## config.mk

```make
export PLATFORM = sky130hd
export DESIGN_NAME = table_sine_tone_generator_flat
export DESIGN_NICKNAME = d
export VERILOG_FILES = /design/src/rtl/tsg_pkg.sv /design/src/rtl/tsg_in_if.sv /design/src/rtl/tsg_out_if.sv /design/src/rtl/table_sine_tone_generator.sv /design/src/flat_wrapper.sv
export VERILOG_INCLUDE_DIRS = /design/src /design/src/rtl
export SDC_FILE = /design/constraint.sdc
export NUM_CORES = 2
export LEC_CHECK = 0
export CAP_MARGIN = 0
export CORE_MARGIN = 1
export CORE_UTILIZATION = 50
export DETAILED_ROUTE_END_ITERATION = 7
export DONT_BUFFER_PORTS = 1
export SLEW_MARGIN = 10
export SYNTH_ARGS = -nofsm -noshare
export SYNTH_HDL_FRONTEND = slang
export SYNTH_SLANG_ARGS = --single-unit
```

## constraint.sdc

```tcl
create_clock -name clk_i -period 21.8 [get_ports clk_i]
set_input_delay 2.18 -clock clk_i [delete_from_list [all_inputs] [get_ports clk_i]]
set_output_delay 2.18 -clock clk_i [all_outputs]
set_load 0.005 [all_outputs]
```

## src/rtl/assert_macros.svh

```systemverilog
// ----------------------------------------------------------------------------
// Assertion macros
// Shared concurrent assertion forms, clocked on clk_i, disabled in reset.
// ----------------------------------------------------------------------------
`ifndef ASSERT_MACROS_SVH
`define ASSERT_MACROS_SVH

// Same-cycle implication.
`define TSG_ASSERT_SAME(label, ante, cons, msg) \
  label: assert property (@(posedge clk_i) disable iff (!rst_ni) (ante) |-> (cons)) \
    else $error(msg);

// Next-cycle implication.
`define TSG_ASSERT_NEXT(label, ante, cons, msg) \
  label: assert property (@(posedge clk_i) disable iff (!rst_ni) (ante) |=> (cons)) \
    else $error(msg);

`endif

```

## src/rtl/tsg_pkg.sv

```systemverilog
// ----------------------------------------------------------------------------
// tsg_pkg
// Widths, register indexes, reset values and the sine table of the tone
// generator.
// ----------------------------------------------------------------------------
package tsg_pkg;

  localparam int VolumeW     = 16;
  localparam int WarpW       = 16;
  localparam int FrameCountW = 7;
  localparam int SampleW     = 17;
  localparam int BaseStepW   = 24;
  localparam int CfgIdxW     = 3;
  localparam int CfgDataW    = 24;

  localparam int WarpFracBits = 12;
  localparam int VolFracBits  = 15;

  // The sine table has a fixed length of 256 entries.
  localparam int TableLength = 256;
  localparam int TableBits   = 8;
  localparam int EntryW      = 16;

  localparam logic [CfgIdxW-1:0] CfgVolumeFloor   = 3'd0;
  localparam logic [CfgIdxW-1:0] CfgVolumeCeiling = 3'd1;
  localparam logic [CfgIdxW-1:0] CfgWarpFloor     = 3'd2;
  localparam logic [CfgIdxW-1:0] CfgWarpCeiling   = 3'd3;
  localparam logic [CfgIdxW-1:0] CfgBaseStep      = 3'd4;

  localparam logic [VolumeW-1:0]   VolumeFloorRst   = 16'd0;
  localparam logic [VolumeW-1:0]   VolumeCeilingRst = 16'd32768;
  localparam logic [WarpW-1:0]     WarpFloorRst     = 16'd2048;
  localparam logic [WarpW-1:0]     WarpCeilingRst   = 16'd8192;
  localparam logic [BaseStepW-1:0] BaseStepRst      = 24'd153791;

  localparam longint unsigned TrigOne = 64'd1 << 28;
  localparam longint unsigned PiTrig  = 64'd843314857;

  typedef logic [EntryW-1:0] sine_rom_t [TableLength];

  // sin(pi*u/TableLength) in Q1.15 for u up to half the table, by a
  // nested Taylor series in Q4.28.
  function automatic logic [EntryW-1:0] quarter_sine(longint unsigned u);
    longint unsigned x;
    longint unsigned x2;
    longint unsigned t;
    longint unsigned s;
    x  = (PiTrig * u + 64'd128) >> TableBits;
    x2 = (x * x) >> 28;
    t  = TrigOne;
    t  = TrigOne - ((x2 * t) >> 28) / 210;
    t  = TrigOne - ((x2 * t) >> 28) / 156;
    t  = TrigOne - ((x2 * t) >> 28) / 110;
    t  = TrigOne - ((x2 * t) >> 28) / 72;
    t  = TrigOne - ((x2 * t) >> 28) / 42;
    t  = TrigOne - ((x2 * t) >> 28) / 20;
    t  = TrigOne - ((x2 * t) >> 28) / 6;
    s  = (x * t) >> 28;
    s  = (s + 64'd4096) >> 13;
    if (s > 64'd32767) begin
      s = 64'd32767;
    end
    return s[EntryW-1:0];
  endfunction

  function automatic sine_rom_t build_sine_rom();
    sine_rom_t       rom;
    longint unsigned u;
    logic            neg;
    logic [EntryW-1:0] m;
    for (int i = 0; i < TableLength; i++) begin
      u   = 64'(2 * i);
      neg = 1'b0;
      if (u >= 64'(TableLength)) begin
        u   = u - 64'(TableLength);
        neg = 1'b1;
      end
      if (2 * u > 64'(TableLength)) begin
        u = 64'(TableLength) - u;
      end
      m      = quarter_sine(u);
      rom[i] = neg ? (16'd0 - m) : m;
    end
    return rom;
  endfunction

  localparam sine_rom_t SineRom = build_sine_rom();

endpackage

```

## src/rtl/tsg_in_if.sv

```systemverilog
// ----------------------------------------------------------------------------
// tsg_in_if
// Request channel: volume, warp factor and frame count with valid and ready.
// ----------------------------------------------------------------------------
interface tsg_in_if;
  logic                             valid;
  logic                             ready;
  logic [tsg_pkg::VolumeW-1:0]      volume;
  logic [tsg_pkg::WarpW-1:0]        warp;
  logic [tsg_pkg::FrameCountW-1:0]  frame_count;

  modport source (output valid, volume, warp, frame_count, input ready);
  modport sink   (input valid, volume, warp, frame_count, output ready);
endinterface

```

## src/rtl/tsg_out_if.sv

```systemverilog
// ----------------------------------------------------------------------------
// tsg_out_if
// Sample channel: signed sample and last marker with valid and ready.
// ----------------------------------------------------------------------------
interface tsg_out_if;
  logic                               valid;
  logic                               ready;
  logic signed [tsg_pkg::SampleW-1:0] sample;
  logic                               last_frame;

  modport source (output valid, sample, last_frame, input ready);
  modport sink   (input valid, sample, last_frame, output ready);
endinterface

```

## src/rtl/table_sine_tone_generator.sv

```systemverilog
// ----------------------------------------------------------------------------
// table_sine_tone_generator
// Table-driven sine oscillator: one request gives a burst of scaled samples.
// ----------------------------------------------------------------------------
// Each request is taken only while the generator is idle. After the transfer
// the S_STEP state computes the phase step on the shared 24x17 multiplier,
// and then every frame passes through S_ADV, which advances the phase and
// reads the sine table, and S_MUL, which scales the entry by the volume on
// the same multiplier. The input stays closed until the last sample of the
// burst has been computed; a stalled sink holds the sequencer in S_MUL, its
// scaling state. The last sample may still wait in the output register
// while the next request is taken.
module table_sine_tone_generator #(
  parameter int MAX_BURST       = 64,
  parameter int PHASE_FRAC_BITS = 16
) (
  input  logic                          clk_i,
  input  logic                          rst_ni,
  tsg_in_if.sink                        in_if,
  tsg_out_if.source                     out_if,
  input  logic                          cfg_we_i,
  input  logic [tsg_pkg::CfgIdxW-1:0]   cfg_idx_i,
  input  logic [tsg_pkg::CfgDataW-1:0]  cfg_data_i
);

  `include "assert_macros.svh"

  localparam int PhaseW = tsg_pkg::TableBits + PHASE_FRAC_BITS;
  localparam int StepW  = (PhaseW > 28) ? PhaseW : 28;
  localparam int MulAW  = tsg_pkg::BaseStepW;
  localparam int MulBW  = tsg_pkg::SampleW;
  localparam int ProdW  = MulAW + MulBW;
  localparam int FcW    = tsg_pkg::FrameCountW;

  typedef enum logic [3:0] {
    S_IDLE = 4'b0001,
    S_STEP = 4'b0010,
    S_ADV  = 4'b0100,
    S_MUL  = 4'b1000
  } state_e;

  state_e state_q, state_d;

  logic [tsg_pkg::VolumeW-1:0]   vol_floor_q, vol_ceil_q;
  logic [tsg_pkg::WarpW-1:0]     warp_floor_q, warp_ceil_q;
  logic [tsg_pkg::BaseStepW-1:0] base_step_q;

  logic [PhaseW-1:0]             phase_q, phase_d;
  logic [PhaseW-1:0]             step_q, step_d;
  logic [FcW-1:0]                frames_left_q, frames_left_d;
  logic [tsg_pkg::VolumeW-1:0]   vol_q, vol_d;
  logic [tsg_pkg::WarpW-1:0]     warp_q, warp_d;
  logic [tsg_pkg::EntryW-1:0]    entry_q, entry_d;
  logic                          out_valid_q, out_valid_d;
  logic [tsg_pkg::SampleW-1:0]   out_sample_q, out_sample_d;
  logic                          out_last_q, out_last_d;

  logic in_fire, out_fire, out_free;

  logic [tsg_pkg::VolumeW-1:0] vol_raised, vol_clamped;
  logic [tsg_pkg::WarpW-1:0]   warp_raised, warp_clamped;
  logic [FcW-1:0]              frames_sat;

  logic [MulAW-1:0]            mul_a;
  logic [MulBW-1:0]            mul_b;
  logic [ProdW-1:0]            prod;
  logic [StepW-1:0]            step_ext;
  logic                        entry_neg;
  logic [MulBW-1:0]            mag;
  logic [ProdW-1:0]            rounded;
  logic [tsg_pkg::SampleW-1:0] sample_mag;

  assign in_if.ready = (state_q == S_IDLE);
  assign in_fire     = in_if.valid && in_if.ready;
  assign out_fire    = out_valid_q && out_if.ready;
  assign out_free    = !out_valid_q || out_if.ready;

  assign out_if.valid      = out_valid_q;
  assign out_if.sample     = out_sample_q;
  assign out_if.last_frame = out_last_q;

  // Raise to the floor first, then lower to the ceiling: the ceiling wins.
  assign vol_raised   = (in_if.volume < vol_floor_q) ? vol_floor_q : in_if.volume;
  assign vol_clamped  = (vol_raised > vol_ceil_q) ? vol_ceil_q : vol_raised;
  assign warp_raised  = (in_if.warp < warp_floor_q) ? warp_floor_q : in_if.warp;
  assign warp_clamped = (warp_raised > warp_ceil_q) ? warp_ceil_q : warp_raised;
  assign frames_sat   = (in_if.frame_count > FcW'(MAX_BURST)) ? FcW'(MAX_BURST)
                                                               : in_if.frame_count;

  // Shared multiplier: base step times warp, or volume times table magnitude.
  assign entry_neg = entry_q[tsg_pkg::EntryW-1];
  assign mag       = entry_neg ? (MulBW'(17'h10000) - MulBW'(entry_q)) : MulBW'(entry_q);
  assign mul_a     = (state_q == S_STEP) ? base_step_q : MulAW'(vol_q);
  assign mul_b     = (state_q == S_STEP) ? MulBW'(warp_q) : mag;
  assign prod      = ProdW'(mul_a) * ProdW'(mul_b);

  assign step_ext   = StepW'(prod >> tsg_pkg::WarpFracBits);
  assign rounded    = (prod + (ProdW'(1) << (tsg_pkg::VolFracBits - 1)))
                      >> tsg_pkg::VolFracBits;
  assign sample_mag = rounded[tsg_pkg::SampleW-1:0];

  always_comb begin
    state_d       = state_q;
    phase_d       = phase_q;
    step_d        = step_q;
    frames_left_d = frames_left_q;
    vol_d         = vol_q;
    warp_d        = warp_q;
    entry_d       = entry_q;
    out_valid_d   = out_fire ? 1'b0 : out_valid_q;
    out_sample_d  = out_sample_q;
    out_last_d    = out_last_q;
    case (state_q)
      S_IDLE: begin
        if (in_fire) begin
          vol_d         = vol_clamped;
          warp_d        = warp_clamped;
          frames_left_d = frames_sat;
          if (frames_sat != '0) begin
            state_d = S_STEP;
          end
        end
      end
      S_STEP: begin
        step_d  = step_ext[PhaseW-1:0];
        state_d = S_ADV;
      end
      S_ADV: begin
        // The phase wraps modulo the table length by plain truncation.
        phase_d = phase_q + step_q;
        entry_d = tsg_pkg::SineRom[phase_d[PhaseW-1 -: tsg_pkg::TableBits]];
        state_d = S_MUL;
      end
      S_MUL: begin
        if (out_free) begin
          out_valid_d   = 1'b1;
          out_sample_d  = entry_neg ? (tsg_pkg::SampleW'(0) - sample_mag) : sample_mag;
          out_last_d    = (frames_left_q == FcW'(1));
          frames_left_d = frames_left_q - FcW'(1);
          state_d       = (frames_left_q == FcW'(1)) ? S_IDLE : S_ADV;
        end
      end
      default: begin
        state_d = S_IDLE;
      end
    endcase
  end

  always_ff @(posedge clk_i or negedge rst_ni) begin
    if (!rst_ni) begin
      state_q       <= S_IDLE;
      phase_q       <= '0;
      frames_left_q <= '0;
      out_valid_q   <= 1'b0;
      vol_floor_q   <= tsg_pkg::VolumeFloorRst;
      vol_ceil_q    <= tsg_pkg::VolumeCeilingRst;
      warp_floor_q  <= tsg_pkg::WarpFloorRst;
      warp_ceil_q   <= tsg_pkg::WarpCeilingRst;
      base_step_q   <= tsg_pkg::BaseStepRst;
    end else begin
      state_q       <= state_d;
      phase_q       <= phase_d;
      frames_left_q <= frames_left_d;
      out_valid_q   <= out_valid_d;
      if (cfg_we_i) begin
        case (cfg_idx_i)
          tsg_pkg::CfgVolumeFloor:   vol_floor_q  <= cfg_data_i[tsg_pkg::VolumeW-1:0];
          tsg_pkg::CfgVolumeCeiling: vol_ceil_q   <= cfg_data_i[tsg_pkg::VolumeW-1:0];
          tsg_pkg::CfgWarpFloor:     warp_floor_q <= cfg_data_i[tsg_pkg::WarpW-1:0];
          tsg_pkg::CfgWarpCeiling:   warp_ceil_q  <= cfg_data_i[tsg_pkg::WarpW-1:0];
          tsg_pkg::CfgBaseStep:      base_step_q  <= cfg_data_i[tsg_pkg::BaseStepW-1:0];
          default: begin
          end
        endcase
      end
    end
  end

  always_ff @(posedge clk_i) begin
    step_q       <= step_d;
    vol_q        <= vol_d;
    warp_q       <= warp_d;
    entry_q      <= entry_d;
    out_sample_q <= out_sample_d;
    out_last_q   <= out_last_d;
  end

  // A request is only taken once the previous burst has been fully computed.
  `TSG_ASSERT_SAME(a_idle_no_frames, in_if.ready, frames_left_q == '0, "ready with frames pending")

  // A sample that is not the last one leaves frames still to compute.
  `TSG_ASSERT_SAME(a_mid_burst, out_valid_q && !out_last_q, frames_left_q != '0, "burst count lost")

  // A non-empty request goes straight to the step computation.
  `TSG_ASSERT_NEXT(a_req_start, in_fire && (in_if.frame_count != '0), state_q == S_STEP, "request not started")

endmodule
```

## src/flat_wrapper.sv

```systemverilog
// flat-port wrapper written by rule: the top's interface ports become plain ports
module table_sine_tone_generator_flat 
#(
  parameter int MAX_BURST       = 64,
  parameter int PHASE_FRAC_BITS = 16
)
  (clk_i, rst_ni, cfg_we_i, cfg_idx_i, cfg_data_i, in_if_valid, in_if_volume, in_if_warp, in_if_frame_count, in_if_ready, out_if_valid, out_if_sample, out_if_last_frame, out_if_ready);
  tsg_in_if in_if_i ();
  tsg_out_if out_if_i ();
  input  logic clk_i;
  input  logic rst_ni;
  input  logic cfg_we_i;
  input  logic [tsg_pkg::CfgIdxW-1:0] cfg_idx_i;
  input  logic [tsg_pkg::CfgDataW-1:0] cfg_data_i;
  input wire logic [$bits(in_if_i.valid)-1:0] in_if_valid;
  input wire logic [$bits(in_if_i.volume)-1:0] in_if_volume;
  input wire logic [$bits(in_if_i.warp)-1:0] in_if_warp;
  input wire logic [$bits(in_if_i.frame_count)-1:0] in_if_frame_count;
  output wire logic [$bits(in_if_i.ready)-1:0] in_if_ready;
  output wire logic [$bits(out_if_i.valid)-1:0] out_if_valid;
  output wire logic [$bits(out_if_i.sample)-1:0] out_if_sample;
  output wire logic [$bits(out_if_i.last_frame)-1:0] out_if_last_frame;
  input wire logic [$bits(out_if_i.ready)-1:0] out_if_ready;
  assign in_if_i.valid = in_if_valid;
  assign in_if_i.volume = in_if_volume;
  assign in_if_i.warp = in_if_warp;
  assign in_if_i.frame_count = in_if_frame_count;
  assign in_if_ready = in_if_i.ready;
  assign out_if_valid = out_if_i.valid;
  assign out_if_sample = out_if_i.sample;
  assign out_if_last_frame = out_if_i.last_frame;
  assign out_if_i.ready = out_if_ready;
  table_sine_tone_generator #(.MAX_BURST(MAX_BURST), .PHASE_FRAC_BITS(PHASE_FRAC_BITS)) u_core (.clk_i(clk_i), .rst_ni(rst_ni), .in_if(in_if_i), .out_if(out_if_i), .cfg_we_i(cfg_we_i), .cfg_idx_i(cfg_idx_i), .cfg_data_i(cfg_data_i));
endmodule
```

==> load_flow_metrics.sql <==
INSERT INTO impl_metrics (metric_group, metric, value, unit) VALUES
('run_status', 'outcome', 'finished, violations left', ''),
('run_status', 'violations', 'DRC', ''),
('global_route', 'antenna_found_initial', '1', ''),
('critical_path', 'critPathMaxStageDelay', '0.72', 'ns'),
('drt', 'route.antenna.remaining_nets', '0', ''),
('drt', 'avg_wl_per_cell', '23.7', 'um'),
('drt', 'drt-total-wl', '98.2', 'mm'),
('timing', 'timing.setup.tns', '0', 'ns'),
('clock_network', 'h-tree-depth', '1', ''),
('min_path', 'hp-class', 'register to register', ''),
('critical_path', 'cp_data_arrival_time', '11.65', 'ns'),
('floorplanning', 'num_rows', '88', ''),
('critical_path', 'critical_path.startpoint_type', 'register', ''),
('critical_path', 'slowest_stage', 'sky130_fd_sc_hd__nand3b_1', ''),
('timing', 'final_max_slew_viol_count', '0', ''),
('timing', 'hold_slack', '0.489', 'ns'),
('drt', 'vias_per_cell', '6.22', ''),
('floorplanning', 'floorplan.die_area', '59700', 'um2'),
('clock_network', 'worst_skew_pair.late_latency', '0.56', 'ns'),
('floorplanning', 'coreArea', '57800', 'um2'),
('global_route', 'grt_pass1_wl', '155', 'mm'),
('critical_path', 'cp.required', '22.10', 'ns'),
('synthesis', 'synth-edff-count', '90', ''),
('global_route', 'grt_use_total', '33.4', '%'),
('synthesis', 'post_synthesis_cell_count', '3459', ''),
('synthesis', 'synth.distinct_cells', '94', ''),
('min_path', 'worst_hold_path.num_cells', '2', ''),
('place', 'place.gp.congestion', '0.951', ''),
('synthesis', 'synth-main-ff-cell', 'sky130_fd_sc_hd__dfrtp_1', ''),
('clock_network', 'clk_root_buffer_cell', 'sky130_fd_sc_hd__clkbuf_16', ''),
('timing', 'layout_worst_path_cycle_share', '52.1', '%'),
('synthesis', 'async_s_r_ff_share_synth', '57.9', '%'),
('clock_network', 'cts_tree', 'yes', ''),
('timing', 'finalWorstPathRequiredPeriod', '11.36', 'ns'),
('synthesis', 'postSynthAreaPerCell', '8.49', 'um2'),
('drt', 'drt-initial-drc-count', '2768', ''),
('timing', 'maxSlewHeadroom', '12.2', '%'),
('synthesis', 'synthDominantCellAreaShare', '21.8', '%'),
('clock_network', 'post_cts_setup_buffer_count', '0', ''),
('synthesis', 'leading_cell_types_by_count_after_synthesis', 'sky130_fd_sc_hd__nand2_1, sky130_fd_sc_hd__inv_1, sky130_fd_sc_hd__fa_1', ''),
('timing', 'max_clock_freq', '0.0880', 'GHz'),
('clock_network', 'cts_max_path_buffers', '3', ''),
('floorplanning', 'design.portCount', '91', ''),
('global_route', 'grt_start_max_net_pins', '125', ''),
('cells_and_area', 'area_growth', '5.59', '%'),
('critical_path', 'worstSetupEndpointType', 'register', ''),
('drt', 'post-route-drc-count', '1', ''),
('clock_network', 'cts_repair_resize_count', '0', ''),
('cells_and_area', 'finalInstanceArea', '31000', 'um2'),
('floorplanning', 'die_width', '244', 'um'),
('drt', 'drt_pass1_iterations', '8', ''),
('timing', 'finalHoldViolCount', '0', ''),
('place', 'io_buffers', '0', ''),
('clock_network', 'cts.reportedPaths.clkPinSlew', '0.06', 'ns'),
('clock_network', 'clock-sinks', '214', ''),
('cells_and_area', 'finish.cell_count_without_fillers', '4150', ''),
('critical_path', 'rr_worst_depth', '31', ''),
('timing', 'fin_skew', '0.0136', 'ns'),
('clock_network', 'cts_made_buffers', '26', ''),
('min_path', 'holdCritStartpoint', 'u_core.phase_q[0]$_DFFE_PN0P_', ''),
('cells_and_area', 'post_route_cells_drive_above_1_share', '7.65', '%'),
('synthesis', 'synth_top_area_cell', 'sky130_fd_sc_hd__fa_1', ''),
('cells_and_area', 'finalNetCount', '3950', ''),
('floorplanning', 'chipHeight', '244', 'um'),
('timing', 'report.final.setup_viol', '0', ''),
('synthesis', 'ys.warnings.count', '0', ''),
('global_route', 'overflow', '0', ''),
('timing', 'tightestPinTransition', '1.31', 'ns'),
('critical_path', 'worst_r2r_endpoint', 'u_core.out_if.sample[16]$_DFFE_PP_', ''),
('floorplanning', 'start_util', '50.8', '%'),
('critical_path', 'worst-r2r-setup-slack', '10.44', 'ns');
==> worst max-delay path by stage <==
stage,start,end,slack (ns),depth (start not counted)
floorplan,u_core.entry_q[6]$_DFFE_PP_,u_core.out_if.sample[16]$_DFFE_PP_,12.84,30
detailed placement,u_core.state_q[2]$_DFFE_PN0P_,u_core.out_if.sample[16]$_DFFE_PP_,10.59,31
global route,u_core.state_q[2]$_DFFE_PN0P_,u_core.out_if.sample[16]$_DFFE_PP_,9.65,32
finish,u_core.state_q[2]$_DFFE_PN0P_,u_core.out_if.sample[16]$_DFFE_PP_,10.44,31
global placement,u_core.state_q[2]$_DFFE_PN0P_,u_core.out_if.sample[16]$_DFFE_PP_,10.88,31
CTS,u_core.state_q[2]$_DFFE_PN0P_,u_core.out_if.sample[16]$_DFFE_PP_,10.56,31
==> worst max-delay path, delay by kind of cell (launching register included) <==
family,cells,cell delay (ns)
AO/OA/AOI/OAI,5,1.94
XOR/XNOR,2,0.28
adder cells (fa/ha/maj),7,3.41
buffers and inverters,8,2.02
flip-flops,1,0.42
AND/OR/NAND/NOR,9,2.93
==> layout by cell type, fill, tap and decap left out, types with 42 or more instances in the layout <==
cell and instances:
sky130_fd_sc_hd__dfrtp_1 109, sky130_fd_sc_hd__a31oi_1 42, sky130_fd_sc_hd__mux2_2 104, sky130_fd_sc_hd__xnor2_1 50
sky130_fd_sc_hd__nand2_1 517, sky130_fd_sc_hd__ha_1 195, sky130_fd_sc_hd__o21ai_0 198, sky130_fd_sc_hd__a21oi_1 151
sky130_fd_sc_hd__buf_4 55, sky130_fd_sc_hd__a21o_1 49, sky130_fd_sc_hd__and3_1 62, sky130_fd_sc_hd__and2_1 51
sky130_fd_sc_hd__inv_1 472, sky130_fd_sc_hd__fa_1 320, sky130_fd_sc_hd__nand3_1 57, sky130_fd_sc_hd__nor2_1 219
sky130_fd_sc_hd__edfxtp_1 90
==> registers in the layout, indices dropped and copies added, names as in the netlist, 17 cells and up <==
signal / flops
u_core.base_step_q: 24
u_core.out_if.sample: 17
u_core.step_q: 24
u_core.phase_q: 24
==> per-layer routing <==
layer | vias up | GRT usage [%] | wire, um
met5 | - | 0 | 0
li1 | 11522 | - | -
met1 | 12904 | 47.1 | 42500
met2 | 1184 | 53.4 | 45000
met4 | 0 | 9.67 | 3000
met3 | 183 | 4.84 | 7790
==> logic make-up (layout without fill, tap and decap cells) <==
group / after synthesis / count (layout) / share of synthesized area (%)
buf+inv: 671 / 579 / 8.62
simple gates: 1095 / 1095 / 17.1
flops: 214 / 214 / 19.8
other cells: 2 / 20 / 0.0256
mux: 135 / 135 / 5.05
fa+ha+maj: 515 / 515 / 30.1
xor+xnor: 84 / 84 / 2.51
compound gates: 743 / 743 / 16.7
==> area by class of cell <==
cell class,instances,area [um2]
inverter,476,1790
sequential,214,5820
multi-input combinational,2591,21200
timing repair buffer,55,413
clock inverter,15,106
antenna,1,2.50
clock buffer,33,728
tap,765,957
fill,5468,26800
==> through the flow <==
stage | util, % | worst slack (ns)
5_1_grt | 53.6 | 9.65
6_report | 53.6 | 10.44
2_1_floorplan | - | 12.84
3_3_place_gp | 52.2 | 10.88
3_5_place_dp | 52.2 | 10.59
4_1_cts | 53.6 | 10.56
Power is left out: the tool's default activity adds up to more than one toggle a clock period on the data nets, which glitch-free logic cannot reach.
